## src/design/cda_pkg.sv

```systemverilog
// types, constants, calendar tables and microcode rom for the calendar date adder
`default_nettype none
package cda_pkg;

	// request payloads
	typedef struct packed {
		logic [1:0]  command;
		logic [4:0]  day;
		logic [3:0]  month;
		logic [13:0] year;
		logic [15:0] day_delta;
		logic [9:0]  month_delta;
		logic [9:0]  year_delta;
	} in_item_t;

	typedef struct packed {
		logic [4:0]  cur_day;
		logic [3:0]  cur_month;
		logic [13:0] cur_year;
		logic [21:0] day_count;
		logic [1:0]  status;
	} out_item_t;

	typedef enum logic [1:0] {
		CMD_SET     = 2'd0,
		CMD_ADVANCE = 2'd1,
		CMD_DIFF    = 2'd2,
		CMD_NOP     = 2'd3
	} cmd_t;

	typedef enum logic [1:0] {
		ST_OK       = 2'd0,
		ST_INVALID  = 2'd1,
		ST_AFTER    = 2'd2,
		ST_OVERFLOW = 2'd3
	} status_t;

	// calendar constants
	localparam logic [3:0]  MONTHS        = 4'd12;
	localparam logic [4:0]  LONG_MONTH    = 5'd31;
	localparam logic [8:0]  DAYS_PER_YEAR = 9'd365;
	localparam logic [6:0]  LEAPS_PER_CYC = 7'd97;
	localparam logic [8:0]  CYCLE_YEARS   = 9'd400;
	localparam logic [21:0] COUNT_MAX     = 22'h3FFFFF;

	// microcode
	localparam int UPC_W = 5;

	typedef enum logic [4:0] {
		OP_NOP,
		OP_LOAD_IN,
		OP_LOAD_ADV,
		OP_M_CARRY,
		OP_INIT_MOD,
		OP_MOD_SUB,
		OP_DAY_CARRY,
		OP_SAT,
		OP_SER_MUL,
		OP_SER_Q,
		OP_SER_FIN,
		OP_LOAD_STORED,
		OP_SET_COUNT,
		OP_ST_AFTER,
		OP_ST_BAD,
		OP_STORE,
		OP_EMIT
	} op_t;

	typedef enum logic [3:0] {
		C_NEVER,
		C_ALWAYS,
		C_CMD_ADV,
		C_CMD_NOP,
		C_INVALID,
		C_M_LE12,
		C_Y_OVER,
		C_R_LT400,
		C_DAY_EXIT,
		C_Y_OK,
		C_NOT_DIFF,
		C_OVF,
		C_SA_GT_ACC,
		C_OUT_BUSY
	} cond_t;

	typedef struct packed {
		op_t              op;
		cond_t            cond;
		logic [UPC_W-1:0] target;
		logic             hold;
	} ucode_t;

	// program addresses
	localparam logic [UPC_W-1:0] A_DISPATCH = 5'd0;
	localparam logic [UPC_W-1:0] A_CHK_NOP  = 5'd1;
	localparam logic [UPC_W-1:0] A_CHK_BAD  = 5'd2;
	localparam logic [UPC_W-1:0] A_LOAD_IN  = 5'd3;
	localparam logic [UPC_W-1:0] A_ADV      = 5'd4;
	localparam logic [UPC_W-1:0] A_MCARRY   = 5'd5;
	localparam logic [UPC_W-1:0] A_YCHK     = 5'd6;
	localparam logic [UPC_W-1:0] A_MOD      = 5'd7;
	localparam logic [UPC_W-1:0] A_DAY      = 5'd8;
	localparam logic [UPC_W-1:0] A_YOK      = 5'd9;
	localparam logic [UPC_W-1:0] A_SAT      = 5'd10;
	localparam logic [UPC_W-1:0] A_POST     = 5'd11;
	localparam logic [UPC_W-1:0] A_OVFCHK   = 5'd12;
	localparam logic [UPC_W-1:0] A_MUL_A    = 5'd13;
	localparam logic [UPC_W-1:0] A_Q_A      = 5'd14;
	localparam logic [UPC_W-1:0] A_FIN_A    = 5'd15;
	localparam logic [UPC_W-1:0] A_LOAD_ST  = 5'd16;
	localparam logic [UPC_W-1:0] A_INIT_B   = 5'd17;
	localparam logic [UPC_W-1:0] A_MOD_B    = 5'd18;
	localparam logic [UPC_W-1:0] A_MUL_B    = 5'd19;
	localparam logic [UPC_W-1:0] A_Q_B      = 5'd20;
	localparam logic [UPC_W-1:0] A_FIN_B    = 5'd21;
	localparam logic [UPC_W-1:0] A_CMP      = 5'd22;
	localparam logic [UPC_W-1:0] A_CNT_OUT  = 5'd23;
	localparam logic [UPC_W-1:0] A_AFTER    = 5'd24;
	localparam logic [UPC_W-1:0] A_BAD      = 5'd25;
	localparam logic [UPC_W-1:0] A_COMMIT   = 5'd26;
	localparam logic [UPC_W-1:0] A_DONE     = 5'd27;

	// a step runs its op unless it branches; an always step runs its op and branches
	function automatic ucode_t ucode_rom(input logic [UPC_W-1:0] pc);
		ucode_t u;
		u = '{op: OP_NOP, cond: C_ALWAYS, target: A_DONE, hold: 1'b0};
		case (pc)
			A_DISPATCH: u = '{op: OP_NOP,         cond: C_CMD_ADV,   target: A_ADV,     hold: 1'b0};
			A_CHK_NOP:  u = '{op: OP_NOP,         cond: C_CMD_NOP,   target: A_DONE,    hold: 1'b0};
			A_CHK_BAD:  u = '{op: OP_NOP,         cond: C_INVALID,   target: A_BAD,     hold: 1'b0};
			A_LOAD_IN:  u = '{op: OP_LOAD_IN,     cond: C_ALWAYS,    target: A_MCARRY,  hold: 1'b0};
			A_ADV:      u = '{op: OP_LOAD_ADV,    cond: C_NEVER,     target: A_MCARRY,  hold: 1'b0};
			A_MCARRY:   u = '{op: OP_M_CARRY,     cond: C_M_LE12,    target: A_YCHK,    hold: 1'b1};
			A_YCHK:     u = '{op: OP_INIT_MOD,    cond: C_Y_OVER,    target: A_SAT,     hold: 1'b0};
			A_MOD:      u = '{op: OP_MOD_SUB,     cond: C_R_LT400,   target: A_DAY,     hold: 1'b1};
			A_DAY:      u = '{op: OP_DAY_CARRY,   cond: C_DAY_EXIT,  target: A_YOK,     hold: 1'b1};
			A_YOK:      u = '{op: OP_NOP,         cond: C_Y_OK,      target: A_POST,    hold: 1'b0};
			A_SAT:      u = '{op: OP_SAT,         cond: C_NEVER,     target: A_POST,    hold: 1'b0};
			A_POST:     u = '{op: OP_NOP,         cond: C_NOT_DIFF,  target: A_COMMIT,  hold: 1'b0};
			A_OVFCHK:   u = '{op: OP_NOP,         cond: C_OVF,       target: A_AFTER,   hold: 1'b0};
			A_MUL_A:    u = '{op: OP_SER_MUL,     cond: C_NEVER,     target: A_Q_A,     hold: 1'b0};
			A_Q_A:      u = '{op: OP_SER_Q,       cond: C_NEVER,     target: A_FIN_A,   hold: 1'b0};
			A_FIN_A:    u = '{op: OP_SER_FIN,     cond: C_NEVER,     target: A_LOAD_ST, hold: 1'b0};
			A_LOAD_ST:  u = '{op: OP_LOAD_STORED, cond: C_NEVER,     target: A_INIT_B,  hold: 1'b0};
			A_INIT_B:   u = '{op: OP_INIT_MOD,    cond: C_NEVER,     target: A_MOD_B,   hold: 1'b0};
			A_MOD_B:    u = '{op: OP_MOD_SUB,     cond: C_R_LT400,   target: A_MUL_B,   hold: 1'b1};
			A_MUL_B:    u = '{op: OP_SER_MUL,     cond: C_NEVER,     target: A_Q_B,     hold: 1'b0};
			A_Q_B:      u = '{op: OP_SER_Q,       cond: C_NEVER,     target: A_FIN_B,   hold: 1'b0};
			A_FIN_B:    u = '{op: OP_SER_FIN,     cond: C_NEVER,     target: A_CMP,     hold: 1'b0};
			A_CMP:      u = '{op: OP_SET_COUNT,   cond: C_SA_GT_ACC, target: A_AFTER,   hold: 1'b0};
			A_CNT_OUT:  u = '{op: OP_NOP,         cond: C_ALWAYS,    target: A_DONE,    hold: 1'b0};
			A_AFTER:    u = '{op: OP_ST_AFTER,    cond: C_ALWAYS,    target: A_DONE,    hold: 1'b0};
			A_BAD:      u = '{op: OP_ST_BAD,      cond: C_ALWAYS,    target: A_DONE,    hold: 1'b0};
			A_COMMIT:   u = '{op: OP_STORE,       cond: C_NEVER,     target: A_DONE,    hold: 1'b0};
			A_DONE:     u = '{op: OP_EMIT,        cond: C_OUT_BUSY,  target: A_DONE,    hold: 1'b0};
			default:    u = '{op: OP_NOP,         cond: C_ALWAYS,    target: A_DONE,    hold: 1'b0};
		endcase
		return u;
	endfunction

	// leap test on the year's position in the 400-year cycle
	function automatic logic is_leap400(input logic [8:0] r);
		return (r[1:0] == 2'd0) && (r != 9'd100) && (r != 9'd200) && (r != 9'd300);
	endfunction

	function automatic logic [4:0] month_days(input logic [3:0] m, input logic leap);
		logic [4:0] n;
		n = LONG_MONTH;
		case (m)
			4'd2:                       n = leap ? 5'd29 : 5'd28;
			4'd4, 4'd6, 4'd9, 4'd11:    n = 5'd30;
			default:                    n = LONG_MONTH;
		endcase
		return n;
	endfunction

	function automatic logic [8:0] days_before(input logic [3:0] m);
		logic [8:0] n;
		n = 9'd0;
		case (m)
			4'd2:    n = 9'd31;
			4'd3:    n = 9'd59;
			4'd4:    n = 9'd90;
			4'd5:    n = 9'd120;
			4'd6:    n = 9'd151;
			4'd7:    n = 9'd181;
			4'd8:    n = 9'd212;
			4'd9:    n = 9'd243;
			4'd10:   n = 9'd273;
			4'd11:   n = 9'd304;
			4'd12:   n = 9'd334;
			default: n = 9'd0;
		endcase
		return n;
	endfunction

	// leap days before year r of a 400-year cycle: (r+3)/4 - (r+99)/100 + (r>0)
	function automatic logic [9:0] cycle_leaps(input logic [8:0] r);
		logic [9:0] q4;
		logic [2:0] cent;
		q4 = 10'((11'(r) + 11'd3) >> 2);
		if (r == 9'd0) begin
			cent = 3'd0;
		end else if (r <= 9'd100) begin
			cent = 3'd1;
		end else if (r <= 9'd200) begin
			cent = 3'd2;
		end else if (r <= 9'd300) begin
			cent = 3'd3;
		end else begin
			cent = 3'd4;
		end
		return q4 - 10'(cent) + 10'(r != 9'd0);
	endfunction

endpackage
`default_nettype wire

```

## src/design/cda_stream_if.sv

```systemverilog
// valid/ready stream channel carrying one request payload
`default_nettype none
interface cda_stream_if #(parameter type payload_t = logic);
	logic     valid;
	logic     ready;
	payload_t data;

	modport source (output valid, output data, input ready);
	modport sink (input valid, input data, output ready);
endinterface
`default_nettype wire

```

## src/design/calendar_date_adder.sv

```systemverilog
// calendar date adder top level: microcoded sequencer and date datapath
`default_nettype none
// Keeps one Gregorian date (reset 1/1/0) and runs one command per input
// request: set loads and normalizes a date, advance adds year, month and day
// offsets and normalizes, difference returns the days from the input date
// forward to the stored date. Every request returns exactly one result with
// the stored date, the day count and a status (ok, invalid date, target after
// stored, year overflow with saturation to 31/12/MAX_YEAR). One request is in
// flight at a time; in_ch.ready is high whenever the sequencer is idle, even
// while a result still waits in the output register. The sequencer is a
// 28-step microcode rom driving one date datapath, one step per clock. Loop
// steps carry excess months into years 12 at a time, reduce the year to its
// position in the 400-year cycle by taking off 400 years at a time (twice
// for difference) and walk excess days into later months one month at a
// time. An invalid date or an unused command skips the date arithmetic. A
// result that cannot leave the output register holds the sequencer in its
// last step until the register frees.
module calendar_date_adder #(
	parameter int MAX_YEAR = 9999
) (
	input  wire logic   clk,
	input  wire logic   arst_n,
	cda_stream_if.sink   in_ch,
	cda_stream_if.source out_ch
);

	localparam logic [14:0] MaxYearW = 15'(MAX_YEAR);

	// sequencer
	logic                       busy_q;
	logic [cda_pkg::UPC_W-1:0]  pc_q;
	logic [cda_pkg::UPC_W-1:0]  pc_next;
	cda_pkg::ucode_t            uw;
	logic                       cond_hit;
	logic                       run_op;
	logic                       in_acc;

	// stored date
	logic [4:0]  sd_q;
	logic [3:0]  sm_q;
	logic [13:0] sy_q;

	// working date: day up to 31+65535, month up to 12+1023, year past MAX_YEAR
	cda_pkg::in_item_t in_q;
	logic [16:0] d_q;
	logic [10:0] m_q;
	logic [14:0] y_q;
	logic [14:0] r_q;     // year remainder in its 400-year cycle
	logic [5:0]  q_q;     // count of whole 400-year cycles
	logic [23:0] acc_q;   // day serial being built
	logic [23:0] sa_q;    // serial of the difference target
	logic        ovf_q;
	cda_pkg::status_t  st_q;
	logic [21:0]       cnt_q;

	// result register
	cda_pkg::out_item_t out_q;
	logic               out_valid_q;

	// datapath helpers
	logic        leap;
	logic [4:0]  dim;
	logic [23:0] diff;

	assign in_acc       = in_ch.valid && in_ch.ready;
	assign in_ch.ready  = !busy_q;
	assign out_ch.valid = out_valid_q;
	assign out_ch.data  = out_q;

	always_comb begin
		leap = cda_pkg::is_leap400(r_q[8:0]);
		dim  = cda_pkg::month_days(m_q[3:0], leap);
		diff = acc_q - sa_q;
	end

	// branch conditions of the current control word
	always_comb begin
		uw = cda_pkg::ucode_rom(pc_q);
		case (uw.cond)
			cda_pkg::C_NEVER:     cond_hit = 1'b0;
			cda_pkg::C_ALWAYS:    cond_hit = 1'b1;
			cda_pkg::C_CMD_ADV:   cond_hit = (in_q.command == cda_pkg::CMD_ADVANCE);
			cda_pkg::C_CMD_NOP:   cond_hit = (in_q.command == cda_pkg::CMD_NOP);
			cda_pkg::C_INVALID:   cond_hit = (in_q.day == 5'd0) || (in_q.month == 4'd0)
				|| (in_q.month > cda_pkg::MONTHS) || (15'(in_q.year) > MaxYearW);
			cda_pkg::C_M_LE12:    cond_hit = (m_q <= 11'(cda_pkg::MONTHS));
			cda_pkg::C_Y_OVER:    cond_hit = (y_q > MaxYearW);
			cda_pkg::C_R_LT400:   cond_hit = (r_q < 15'(cda_pkg::CYCLE_YEARS));
			cda_pkg::C_DAY_EXIT:  cond_hit = (y_q > MaxYearW) || (d_q <= 17'(dim));
			cda_pkg::C_Y_OK:      cond_hit = (y_q <= MaxYearW);
			cda_pkg::C_NOT_DIFF:  cond_hit = (in_q.command != cda_pkg::CMD_DIFF);
			cda_pkg::C_OVF:       cond_hit = ovf_q;
			cda_pkg::C_SA_GT_ACC: cond_hit = (sa_q > acc_q);
			cda_pkg::C_OUT_BUSY:  cond_hit = out_valid_q && !out_ch.ready;
			default:              cond_hit = 1'b0;
		endcase
	end

	// next step: branch, hold in a loop step, or fall through
	always_comb begin
		run_op = busy_q && (!cond_hit || (uw.cond == cda_pkg::C_ALWAYS));
		if (cond_hit) begin
			pc_next = uw.target;
		end else if (uw.hold) begin
			pc_next = pc_q;
		end else begin
			pc_next = pc_q + 1'b1;
		end
	end

	// control state
	always_ff @(posedge clk or negedge arst_n) begin
		if (!arst_n) begin
			busy_q      <= 1'b0;
			pc_q        <= cda_pkg::A_DISPATCH;
			out_valid_q <= 1'b0;
			sd_q        <= 5'd1;
			sm_q        <= 4'd1;
			sy_q        <= 14'd0;
		end else begin
			if (in_acc) begin
				busy_q <= 1'b1;
				pc_q   <= cda_pkg::A_DISPATCH;
			end else if (busy_q) begin
				pc_q <= pc_next;
				if (run_op && uw.op == cda_pkg::OP_EMIT) begin
					busy_q <= 1'b0;
				end
			end
			// a normalized date always fits the stored widths
			if (run_op && uw.op == cda_pkg::OP_STORE) begin
				sd_q <= d_q[4:0];
				sm_q <= m_q[3:0];
				sy_q <= y_q[13:0];
			end
			if (run_op && uw.op == cda_pkg::OP_EMIT) begin
				out_valid_q <= 1'b1;
			end else if (out_ch.ready) begin
				out_valid_q <= 1'b0;
			end
		end
	end

	// datapath
	always_ff @(posedge clk) begin
		if (in_acc) begin
			in_q  <= in_ch.data;
			ovf_q <= 1'b0;
			st_q  <= cda_pkg::ST_OK;
			cnt_q <= 22'd0;
		end else if (run_op) begin
			case (uw.op)
				cda_pkg::OP_LOAD_IN: begin
					d_q <= 17'(in_q.day);
					m_q <= 11'(in_q.month);
					y_q <= 15'(in_q.year);
				end
				cda_pkg::OP_LOAD_ADV: begin
					d_q <= 17'(sd_q) + 17'(in_q.day_delta);
					m_q <= 11'(sm_q) + 11'(in_q.month_delta);
					y_q <= 15'(sy_q) + 15'(in_q.year_delta);
				end
				cda_pkg::OP_M_CARRY: begin
					m_q <= m_q - 11'(cda_pkg::MONTHS);
					y_q <= y_q + 15'd1;
				end
				cda_pkg::OP_INIT_MOD: begin
					r_q <= y_q;
					q_q <= 6'd0;
				end
				cda_pkg::OP_MOD_SUB: begin
					r_q <= r_q - 15'(cda_pkg::CYCLE_YEARS);
					q_q <= q_q + 6'd1;
				end
				cda_pkg::OP_DAY_CARRY: begin
					d_q <= d_q - 17'(dim);
					if (m_q == 11'(cda_pkg::MONTHS)) begin
						m_q <= 11'd1;
						y_q <= y_q + 15'd1;
						// keep the cycle position in step with the year
						if (r_q == 15'(cda_pkg::CYCLE_YEARS - 9'd1)) begin
							r_q <= 15'd0;
							q_q <= q_q + 6'd1;
						end else begin
							r_q <= r_q + 15'd1;
						end
					end else begin
						m_q <= m_q + 11'd1;
					end
				end
				cda_pkg::OP_SAT: begin
					d_q   <= 17'(cda_pkg::LONG_MONTH);
					m_q   <= 11'(cda_pkg::MONTHS);
					y_q   <= MaxYearW;
					ovf_q <= 1'b1;
				end
				cda_pkg::OP_SER_MUL: begin
					acc_q <= 24'(y_q) * 24'(cda_pkg::DAYS_PER_YEAR);
				end
				cda_pkg::OP_SER_Q: begin
					acc_q <= acc_q + 24'(q_q) * 24'(cda_pkg::LEAPS_PER_CYC);
				end
				cda_pkg::OP_SER_FIN: begin
					acc_q <= acc_q + 24'(cda_pkg::cycle_leaps(r_q[8:0]))
						+ 24'(cda_pkg::days_before(m_q[3:0])) + 24'(d_q)
						+ 24'((m_q > 11'd2) && leap);
				end
				cda_pkg::OP_LOAD_STORED: begin
					sa_q <= acc_q;
					d_q  <= 17'(sd_q);
					m_q  <= 11'(sm_q);
					y_q  <= 15'(sy_q);
				end
				cda_pkg::OP_SET_COUNT: begin
					cnt_q <= (diff > 24'(cda_pkg::COUNT_MAX)) ? cda_pkg::COUNT_MAX : diff[21:0];
				end
				cda_pkg::OP_ST_AFTER: st_q <= cda_pkg::ST_AFTER;
				cda_pkg::OP_ST_BAD:   st_q <= cda_pkg::ST_INVALID;
				cda_pkg::OP_STORE: begin
					st_q <= ovf_q ? cda_pkg::ST_OVERFLOW : cda_pkg::ST_OK;
				end
				cda_pkg::OP_EMIT: begin
					out_q.cur_day   <= sd_q;
					out_q.cur_month <= sm_q;
					out_q.cur_year  <= sy_q;
					out_q.day_count <= cnt_q;
					out_q.status    <= st_q;
				end
				default: begin
				end
			endcase
		end
	end

	// stored date is always a legal date within range
	a_stored_valid: assert property (@(posedge clk) disable iff (!arst_n)
		(sd_q != 5'd0) && (sm_q != 4'd0) && (sm_q <= cda_pkg::MONTHS)
		&& (15'(sy_q) <= MaxYearW))
		else $error("stored date out of range");

	// the month walk only runs with the cycle position reduced
	a_cycle_reduced: assert property (@(posedge clk) disable iff (!arst_n)
		busy_q && (pc_q == cda_pkg::A_DAY) |-> (r_q < 15'(cda_pkg::CYCLE_YEARS)))
		else $error("cycle position not reduced in month walk");

	// a result only appears at the end of a sequenced request
	a_result_from_seq: assert property (@(posedge clk) disable iff (!arst_n)
		$rose(out_valid_q) |-> $past(busy_q) && !busy_q)
		else $error("result without a finished request");

	// a failing status never carries a day count
	a_count_on_ok: assert property (@(posedge clk) disable iff (!arst_n)
		out_valid_q && (out_q.status != cda_pkg::ST_OK) |-> (out_q.day_count == 22'd0))
		else $error("day count with failing status");

endmodule
`default_nettype wire

```

## src/flat_wrapper.sv

```systemverilog
// flat-port wrapper written by rule: the top's interface ports become plain ports
module calendar_date_adder_flat import cda_pkg::*;
#(
	parameter int MAX_YEAR = 9999
)
  (clk, arst_n, in_ch_valid, in_ch_data, in_ch_ready, out_ch_valid, out_ch_data, out_ch_ready);
  cda_stream_if #(.payload_t(in_item_t)) in_ch_i ();
  cda_stream_if #(.payload_t(out_item_t)) out_ch_i ();
  input  wire logic clk;
  input  wire logic arst_n;
  input wire logic [$bits(in_ch_i.valid)-1:0] in_ch_valid;
  input wire logic [$bits(in_ch_i.data)-1:0] in_ch_data;
  output wire logic [$bits(in_ch_i.ready)-1:0] in_ch_ready;
  output wire logic [$bits(out_ch_i.valid)-1:0] out_ch_valid;
  output wire logic [$bits(out_ch_i.data)-1:0] out_ch_data;
  input wire logic [$bits(out_ch_i.ready)-1:0] out_ch_ready;
  assign in_ch_i.valid = in_ch_valid;
  assign in_ch_i.data = in_ch_data;
  assign in_ch_ready = in_ch_i.ready;
  assign out_ch_valid = out_ch_i.valid;
  assign out_ch_data = out_ch_i.data;
  assign out_ch_i.ready = out_ch_ready;
  calendar_date_adder #(.MAX_YEAR(MAX_YEAR)) u_core (.clk(clk), .arst_n(arst_n), .in_ch(in_ch_i), .out_ch(out_ch_i));
endmodule
```

## config.mk

```make
export PLATFORM = sky130hd
export DESIGN_NAME = calendar_date_adder_flat
export DESIGN_NICKNAME = d
export VERILOG_FILES = /design/src/design/cda_pkg.sv /design/src/design/cda_stream_if.sv /design/src/design/calendar_date_adder.sv /design/src/flat_wrapper.sv
export SDC_FILE = /design/constraint.sdc
export NUM_CORES = 1
export LEC_CHECK = 0
export BUFFER_PORTS_ARGS = -buffer_cell sky130_fd_sc_hd__buf_2
export CAP_MARGIN = 40
export CORE_MARGIN = 2
export CORE_UTILIZATION = 40
export CTS_CLUSTER_DIAMETER = 150
export DETAILED_ROUTE_END_ITERATION = 8
export HOLD_SLACK_MARGIN = 0.02
export PLACE_DENSITY = 0.65
export RECOVER_POWER = 25
export SYNTH_ARGS = -nofsm -noshare
export SYNTH_HDL_FRONTEND = slang
export SYNTH_SLANG_ARGS = --single-unit
```

## constraint.sdc

```tcl
create_clock -name clk -period 6.5 [get_ports clk]
set_input_delay 1.3 -clock clk [delete_from_list [all_inputs] [get_ports clk]]
set_output_delay 1.3 -clock clk [all_outputs]
set_load 0.01 [all_outputs]
```

==> qor.yml, run 1 <==
status: "completed"
start_kind: "flip-flop"
nNetsFinal: 2566
syn_to_final_growth_pct: 12.7
ys_ff_latch: 284
numCtsBuffers: 37
hold_buffers: 0
hold_viol_final: 0
stdcell_area_um2: 24200
dr_total_vias: 16500
worstPathArrival_ps: 6430
hold_start: "u_core.cnt_q[20]$_SDFFE_PP0P_"
diodes: 0
die_h_um: 236
vias_per_cell: 5.63
r2r_end: "u_core.acc_q[20]$_DFFE_PP_"
netlist_instances: 2085
htreeDepth: 2
wire_per_inst_um: 19.5
skew_ps: 35.5
holdPathEnd: "u_core.out_ch.data[22]$_DFFE_PP_"
finalSetupTns_ps: 0
synth-async-reset-ratio_pct: 10.6
min_path_type: "reg -> reg"
first_pass_iters: 6
io_pins: 114
overflow: 0
timing.fmax_mhz: 163
gp_congestion: 0.920
synth_flop_cell: "edfxtp_1"
crit_type: "reg -> reg"
hpwlAfterDp_mm: 43.9
die_x_um: 236
grt_max_degree: 38
clk_pin_slew_ps: 60
drive_gt1_share_pct: 12.9
drtAntennaViolNets: 0
min_period_ps: 6130
io_buffers: 113
pre_cts_slack_ps: 121
core_um2: 52800
ys_types: 92
die_area_um2: 55500
fin_crit_sh_pct: 94.4
cp-end-kind: "flip-flop"
cts_tree: "done"
postLayoutCoreUtil_pct: 45.9
worst-path-max-fanout: 6
min_path_cells: 0
setup_viol: 0
drc_errors: 0
synth_edf_count: 220
maxSlewViolCount: 0
worstMarginPinSlew_ps: 1300
grt_pass1_wl_mm: 90.3
reg2reg_slack_ps: 370
drv_cap: 0
avgSynthCellArea_um2: 10.3
cts_buffer_depth: 3
max_slew_margin_pct: 13.6
cts_root_buf: "clkbuf_16"
required_ps: 6800
rr_startpoint: "u_core.r_q[4]$_DFFE_PP_"
yosys_warnings: 0
timing.final.ws_setup_ps: 366
grt_usage_pct: 20.5
seq_area_frac_synth_pct: 37.4
rr_worst_depth: 27
first_global_vias: 16600
clock_latency_ps: 580
grt_antenna_before_repair: 1
placed_cell_area_um2: 23000
initial_core_util_pct: 40.7
drtIter0Drc: 1401
syn_area_um2: 21500
clkSinkCount: 284
drt-total-wl_mm: 57.1
rows: 84
[Yosys cell counts, drive strengths merged (21+ instances only)]
cell | number | area [um2]
inv | 231 | 867
edfxtp | 220 | 6610
ha | 210 | 2630
o21ai | 122 | 611
nand2 | 121 | 457
nor2 | 107 | 404
a21oi | 105 | 529
xnor2 | 84 | 736
fa | 80 | 1600
xor2 | 76 | 666
nand3 | 52 | 278
nor3 | 49 | 267
clkbuf | 45 | 169
a21o | 44 | 330
a31oi | 39 | 244
dfxtp | 34 | 681
mux2 | 31 | 428
dfrtp | 28 | 701
and3 | 27 | 169
o22ai | 25 | 156
nand4 | 24 | 165
buf | 23 | 159
o221ai | 22 | 210
nor2b | 21 | 131
[worst max-delay path by stage]
stage	start	end	slack [ps]
final	u_core.r_q[4]$_DFFE_PP_	u_core.acc_q[20]$_DFFE_PP_	370
after global routing	u_core.r_q[4]$_DFFE_PP_	u_core.acc_q[20]$_DFFE_PP_	-5
after CTS	u_core.r_q[4]$_DFFE_PP_	u_core.acc_q[20]$_DFFE_PP_	80
after detailed placement	u_core.r_q[4]$_DFFE_PP_	u_core.acc_q[20]$_DFFE_PP_	120
after global placement	u_core.r_q[4]$_DFFE_PP_	u_core.acc_q[20]$_DFFE_PP_	230
after floorplan	u_core.r_q[4]$_DFFE_PP_	u_core.acc_q[20]$_DFFE_PP_	560
[through the flow]
stage | hold slack [ps] | cells
after floorplan | 403 | 2086
after global placement | 413 | 2849
after detailed placement | 410 | 2858
after CTS | 422 | 2926
after global routing | 435 | 2928
final | 419 | 2928
[cell usage in the layout, fill, tap and decap left out, types with 21 or more instances in the layout]
| cell type | count |
|---|---|
| a21o_1 | 44 |
| a21oi_1 | 103 |
| a31oi_1 | 36 |
| and3_1 | 27 |
| buf_2 | 114 |
| buf_4 | 33 |
| clkbuf_16 | 37 |
| dfrtp_1 | 28 |
| dfxtp_1 | 34 |
| edfxtp_1 | 220 |
| fa_1 | 80 |
| ha_1 | 209 |
| inv_1 | 228 |
| mux2_4 | 21 |
| nand2_1 | 120 |
| nand3_1 | 49 |
| nand4_1 | 23 |
| nor2_1 | 105 |
| nor2b_1 | 21 |
| nor3_1 | 43 |
| o21ai_0 | 117 |
| o221ai_1 | 21 |
| o22ai_1 | 25 |
| xnor2_1 | 84 |
| xor2_1 | 76 |
[routing by layer]
| metal | vias up | part of all wire (%) | track usage [%] |
|---|---|---|---|
| met4 | 2 | 5.3 | 10.3 |
| met1 | 7899 | 43 | 26.1 |
| met2 | 558 | 46 | 33.9 |
| met5 | - | 0.023 | 0 |
| li1 | 7861 | - | - |
| met3 | 154 | 5.5 | 3.22 |
[final cells by class]
cell class,count,area [um2]
well taps,688,861
fillers,4974,28600
flip-flops and latches,284,8040
clock inverters,20,159
multi-input cells,1503,12300
inverters,231,867
repair buffers,154,943
clock buffers,48,1020
[cells by family after synthesis]
logic type | after synthesis | synth area share [%]
compound gates | 518 | 16.2
xor+xnor | 160 | 6.53
fa+ha+maj | 290 | 19.7
buf+inv | 299 | 5.57
flops | 284 | 37.4
mux | 53 | 3.21
other cells | 1 | 0.0175
simple gates | 480 | 11.4
[state kept, by name, indices dropped and copies added, names as in the netlist, named ones only]
register	count
u_core.sd_q	5
u_core.sm_q	4
u_core.out_ch.data	47
u_core.r_q	15
u_core.y_q	15
u_core.ovf_q	1
u_core.busy_q	1
u_core.d_q	17
u_core.m_q	11
u_core.sy_q	14
u_core.acc_q	24
u_core.in_q	61
u_core.cnt_q	22
u_core.out_ch.valid	1
u_core.pc_q	5
u_core.st_q	2
u_core.sa_q	24
u_core.q_q	6
[timing repair]
item,4_1_cts,5_1_grt
setup buffers,0,2
setup endpoints to repair,0,13
gates resized for setup,0,13
[critical path, stage by stage, from the launching register on]
cell and delay [ps]:
edfxtp_1 400, inv_2 110, ha_1 170, and3_1 190, nand4_1 130, nand3_2 130
nand3_1 120, ha_4 280, fa_1 460, a21oi_1 180, nor2_1 80, nor2_2 120
o21bai_1 100, a21oi_2 180, xnor2_1 100, fa_1 490, inv_1 50, fa_1 490
inv_1 40, ha_1 260, a2111oi_0 450, buf_4 200, o31ai_2 100, a31oi_2 250
a31oi_2 140, mux2_2 240, nor2_1 40, or3_1 340
Power of run 1 is not shown: default switching activity piles up to over one toggle a cycle in this logic, so the estimate is an artifact.
==> inputs of run 2 (changes only) <==
--- a/config.mk
+++ b/config.mk
@@ -6,7 +6,6 @@
 export NUM_CORES = 1
 export LEC_CHECK = 0
 export BUFFER_PORTS_ARGS = -buffer_cell sky130_fd_sc_hd__buf_2
-export CAP_MARGIN = 40
 export CORE_MARGIN = 2
 export CORE_UTILIZATION = 40
 export CTS_CLUSTER_DIAMETER = 150
@@ -14,6 +13,7 @@
 export HOLD_SLACK_MARGIN = 0.02
 export PLACE_DENSITY = 0.65
 export RECOVER_POWER = 25
+export REMOVE_ABC_BUFFERS = 1
 export SYNTH_ARGS = -nofsm -noshare
 export SYNTH_HDL_FRONTEND = slang
 export SYNTH_SLANG_ARGS = --single-unit
==> run 2 against run 1 <==
  * The run now ends with max-capacitance violations, max-slew violations left
  * Routed wire length decreased by 0.45%
  * Fmax increased by 0.18%
  * Final area decreased by 1.1%
  * Global-route usage decreased by 0.25 points
  * Hold slack improved by 4.9 ps
  * Via count decreased by 0.34%
  * Setup slack improved by 11 ps
==> qor.yml, run 2 (same netlist as run 1, synthesis figures left out) <==
die_x_um: 236  # unchanged
start_kind: "flip-flop"
required_ps: 6790  # about the same
crit_buf_inv: 3  # -1
die_h_um: 236  # unchanged
diodes: 0  # unchanged
timing.final.ws_setup_ps: 377  # +11.1 ps
vias_per_cell: 5.64  # +0.28%
io_buffers: 113  # unchanged
worstPathArrival_ps: 6420  # about the same
pre_cts_slack_ps: 253  # +131 ps
min_period_ps: 6120  # -11.1 ps
timing.fmax_mhz: 163  # +0.18%
largest_reg_flops: 61  # unchanged
drtIter0Drc: 1278  # -8.8%
hpwlAfterDp_mm: 43.5  # -0.78%
io_pins: 114  # unchanged
clkSinkCount: 284  # unchanged
gp_congestion: 0.881  # -4.2%
wire_per_inst_um: 19.5  # +0.17%
worst-path-max-fanout: 4  # -2
grt_usage_pct: 20.3  # -0.25 points
violations: "max-capacitance violations, max-slew violations"
crit_path_max_incr_delay_ps: 490  # about the same
drv_cap: 1  # +1
overflow: 0  # unchanged
drc_errors: 0  # unchanged
worst_path_max_delay_cell: "fa_1"
dr_total_vias: 16400  # -0.34%
cts_setup_buffers: 0  # unchanged
regMostFlops: "u_core.in_q"
core_um2: 52800  # unchanged
cts_buffer_depth: 3  # unchanged
clk_pin_slew_ps: 60  # about the same
grt_max_degree: 45  # +18%
drive_gt1_share_pct: 12.3  # -0.53 points
cts_tree: "done"
worstMarginPinSlew_ps: 2180  # +883 ps
initial_core_util_pct: 40.7  # unchanged
drtAntennaViolNets: 0  # unchanged
maxSlewViolCount: 31  # +31
fin_crit_sh_pct: 94.2  # -0.17 points
clock_latency_ps: 550  # -30 ps
die_area_um2: 55500  # unchanged
syn_to_final_growth_pct: 11.5
setup_viol: 0  # unchanged
skew_ps: 14.0  # -21.5 ps
htreeDepth: 2  # unchanged
max_slew_margin_pct: -45.3  # -59 points
final_cell_mix: "inv_1, edfxtp_1, ha_1"
rows: 84  # unchanged
min_path_type: "reg -> reg"
hold_viol_final: 0  # unchanged
crit_type: "reg -> reg"
cts_root_buf: "clkbuf_16"
grt_antenna_before_repair: 0  # -1
status: "complete, but fails checks"
numCtsBuffers: 35  # -5.4%
cpLargestDelayFamily: "adder cells"
postLayoutCoreUtil_pct: 45.4  # -0.51 points
layout.cells.most_common: "inv_1"
first_global_vias: 16300  # -1.6%
drt-total-wl_mm: 56.8  # -0.45%
first_pass_iters: 5  # -1
nNetsFinal: 2551  # -0.58%
grt_pass1_wl_mm: 89.7  # -0.74%
cp-end-kind: "flip-flop"
run 2: per-stage QoR:
step                      instances  area [um2]  TNS [ps]  hold WS (ps)
after floorplan                2018       21100         0           403
after global placement         2847       22800         0           409
after detailed placement       2847       22800         0           410
after CTS                      2910       23900         0           423
after global routing           2910       23900     -3.69           441
final                          2910       23900         0           424
run 2: final cells by class:
class | instances | area [um2]
multi-input combinational | 1503 | 12300
tap | 688 | 861
inverter | 231 | 867
sequential | 284 | 8040
clock buffer | 40 | 915
fill | 5026 | 28800
timing repair buffer | 141 | 773
clock inverter | 23 | 178
run 2: routing by layer:
metal	GRT usage (%)	vias to the layer above	routed length [um]
li1	-	7828	-
met1	26.4	7993	24800
met2	34.3	493	27000
met3	3.20	104	3230
met4	6.91	0	1800
met5	0	-	0
run 2: repair_timing:
item	CTS	global route
hold buffers	0	0
gates resized for setup	0	10
endpoints found under the setup margin	0	11
run 2: worst reg2reg max path: cells and delay by family (launching register included):
kind | cells | cell delay, ps
buffers and inverters | 3 | 200
XOR/XNOR | 1 | 100
AO/OA/AOI/OAI | 9 | 1370
AND/OR/NAND/NOR | 9 | 1290
adder cells (fa/ha/maj) | 6 | 2240
multiplexers | 1 | 250
flip-flops | 1 | 400
run 2: worst paths after layout:
path,start,endpoint,slack [ps],cells after the start
hold / removal,u_core.cnt_q[17]$_SDFFE_PP0P_,u_core.out_ch.data[19]$_DFFE_PP_,420,0
min in group asynchronous,arst_n,u_core.sm_q[1]$_DFFE_PN0P_,1390,1
setup / recovery,u_core.r_q[4]$_DFFE_PP_,u_core.acc_q[20]$_DFFE_PP_,380,29
max in group asynchronous,arst_n,u_core.sd_q[4]$_DFFE_PN0P_,3850,1
hold reg to reg,u_core.cnt_q[17]$_SDFFE_PP0P_,u_core.out_ch.data[19]$_DFFE_PP_,420,0
setup reg to reg,u_core.r_q[4]$_DFFE_PP_,u_core.acc_q[20]$_DFFE_PP_,380,29
Power of run 2 is left out for the same reason.
==> inputs of run 3 (changes only) <==
--- a/config.mk
+++ b/config.mk
@@ -10,6 +10,7 @@
 export CORE_UTILIZATION = 40
 export CTS_CLUSTER_DIAMETER = 150
 export DETAILED_ROUTE_END_ITERATION = 8
+export GPL_TIMING_DRIVEN = 0
 export HOLD_SLACK_MARGIN = 0.02
 export PLACE_DENSITY = 0.65
 export RECOVER_POWER = 25
==> run 3 against run 2 <==
  * The run still ends with max-capacitance violations, max-slew violations left
  * Clock skew grew 3.5 ps
  * Critical path depth grew 1
  * Clock-buffer cell count is 9 higher
  * First-iteration DRC count grew 6.0%
  * Hold slack barely moved
  * Final cell count grew 0.24%
  * Die area unchanged
==> qor.yml, run 3 (same netlist as run 1, synthesis figures left out) <==
status: "complete, but fails checks"
violations: "max-capacitance violations, max-slew violations"
final_cell_mix: "inv_1, edfxtp_1, ha_1"
rsz0062_at_grt: "yes"
reg2reg_slack_ps: 300  # -70 ps
min_period_ps: 6200  # +73.9 ps
grt_max_degree: 40  # -11%
nNetsFinal: 2557  # +0.24%
grt_pass1_wl_mm: 89.2  # -0.48%
drive_gt1_share_pct: 12.7  # +0.41 points
io_pins: 114  # unchanged
first_global_vias: 16300  # -0.46%
skew_ps: 17.5  # +3.45 ps
regMostFlops: "u_core.in_q"
cp.depth: 30  # +3.4%
required_ps: 6810  # +20 ps
vias_per_cell: 5.64  # about the same
drt-total-wl_mm: 55.9  # -1.6%
largest_reg_flops: 61  # unchanged
fin_crit_sh_pct: 95.3  # +1.1 points
io_buffers: 113  # unchanged
timing.final.ws_setup_ps: 303  # -73.9 ps
gp_congestion: 0.919  # +4.3%
core_um2: 52800  # unchanged
htreeDepth: 2  # unchanged
worst_path_max_delay_cell: "fa_1"
crit_type: "reg -> reg"
worstPathArrival_ps: 6510  # +90 ps
syn_to_final_growth_pct: 12.5
drv_cap: 1  # unchanged
grt_usage_pct: 20.1  # -0.19 points
pre_cts_slack_ps: -338  # -591 ps
start_kind: "flip-flop"
setup_viol: 0  # unchanged
rows: 84  # unchanged
worst-path-max-fanout: 4  # unchanged
initial_core_util_pct: 40.7  # unchanged
drtIter0Drc: 1355  # +6.0%
dr_total_vias: 16500  # +0.19%
grt_antenna_before_repair: 0  # unchanged
maxSlewViolCount: 31  # unchanged
cp-end-kind: "flip-flop"
cts_root_buf: "clkbuf_16"
layout.cells.most_common: "inv_1"
drc_errors: 0  # unchanged
overflow: 0  # unchanged
first_pass_iters: 7  # +2
min_path_cells: 0  # unchanged
max_slew_margin_pct: -41.3  # +4.0 points
wire_per_inst_um: 19.2  # -1.9%
hold_viol_final: 0  # unchanged
cpLargestDelayFamily: "adder cells"
stdcell_area_um2: 24200  # +0.96%
clk_pin_slew_ps: 60  # about the same
rr_worst_depth: 30  # +3.4%
worstMarginPinSlew_ps: 2120  # -60.3 ps
cts_tree: "done"
diodes: 0  # unchanged
die_area_um2: 55500  # unchanged
clkSinkCount: 284  # unchanged
timing.fmax_mhz: 161  # -1.2%
cts_buffer_depth: 3  # unchanged
drtAntennaViolNets: 0  # unchanged
crit_buf_inv: 4  # +1
min_path_type: "reg -> reg"
postLayoutCoreUtil_pct: 45.8  # +0.44 points
die_h_um: 236  # unchanged
crit_path_max_incr_delay_ps: 510  # +20 ps
hpwlAfterDp_mm: 42.8  # -1.7%
die_x_um: 236  # unchanged
numCtsBuffers: 35  # unchanged
clock_latency_ps: 570  # +20 ps
placed_cell_area_um2: 22700  # -0.24%
==> run 3: final cells by class <==
type | count | area, um2
Clock buffer | 49 | 1010
Clock inverter | 15 | 150
Fill cell | 4986 | 28600
Inverter | 231 | 867
Multi-Input combinational cell | 1503 | 12400
Sequential cell | 284 | 8040
Tap cell | 688 | 861
Timing Repair Buffer | 147 | 868
==> run 3: final timing paths <==
kind	start	to
min	u_core.cnt_q[7]$_SDFFE_PP0P_	u_core.out_ch.data[9]$_DFFE_PP_
min in group asynchronous	arst_n	u_core.sm_q[2]$_DFFE_PN0P_
max reg2reg	u_core.r_q[4]$_DFFE_PP_	u_core.acc_q[20]$_DFFE_PP_
max	u_core.r_q[4]$_DFFE_PP_	u_core.acc_q[20]$_DFFE_PP_
max in group asynchronous	arst_n	u_core.sd_q[2]$_DFFE_PN0P_
min reg2reg	u_core.cnt_q[7]$_SDFFE_PP0P_	u_core.out_ch.data[9]$_DFFE_PP_
==> run 3: worst reg2reg max path, delay by kind of cell, from the launching register on <==
kind / cells / cell delay, ps
simple gates: 8 / 1120
xor+xnor: 1 / 140
flops: 1 / 430
fa+ha+maj: 6 / 2150
mux: 1 / 250
compound gates: 10 / 1500
buf+inv: 4 / 340
==> run 3: per-layer routing <==
metal	part of all wire [%]	vias to the layer above	global-route usage, %
met3	5.5	89	2.80
met5	0	-	0
met2	47	502	33.7
li1	-	7845	-
met4	3.0	0	6.83
met1	44	8014	26.6
==> run 3: through the flow <==
stage / hold slack (ps) / std cells / TNS (ps)
after floorplan: 403 / 2018 / 0
after global placement: 410 / 2819 / -42000
after CTS: 423 / 2898 / 0
final: 424 / 2917 / 0
after detailed placement: 410 / 2830 / -1150
after global routing: 425 / 2917 / -31.2
==> run 3: timing repair <==
action | CTS | global route
setup endpoints to repair | 8 | 14
buffers inserted | 4 | 19
hold buffers | 0 | 0
pin swaps | 0 | 5
resized for setup | 4 | 16
Power of run 3 is left out for the same reason.
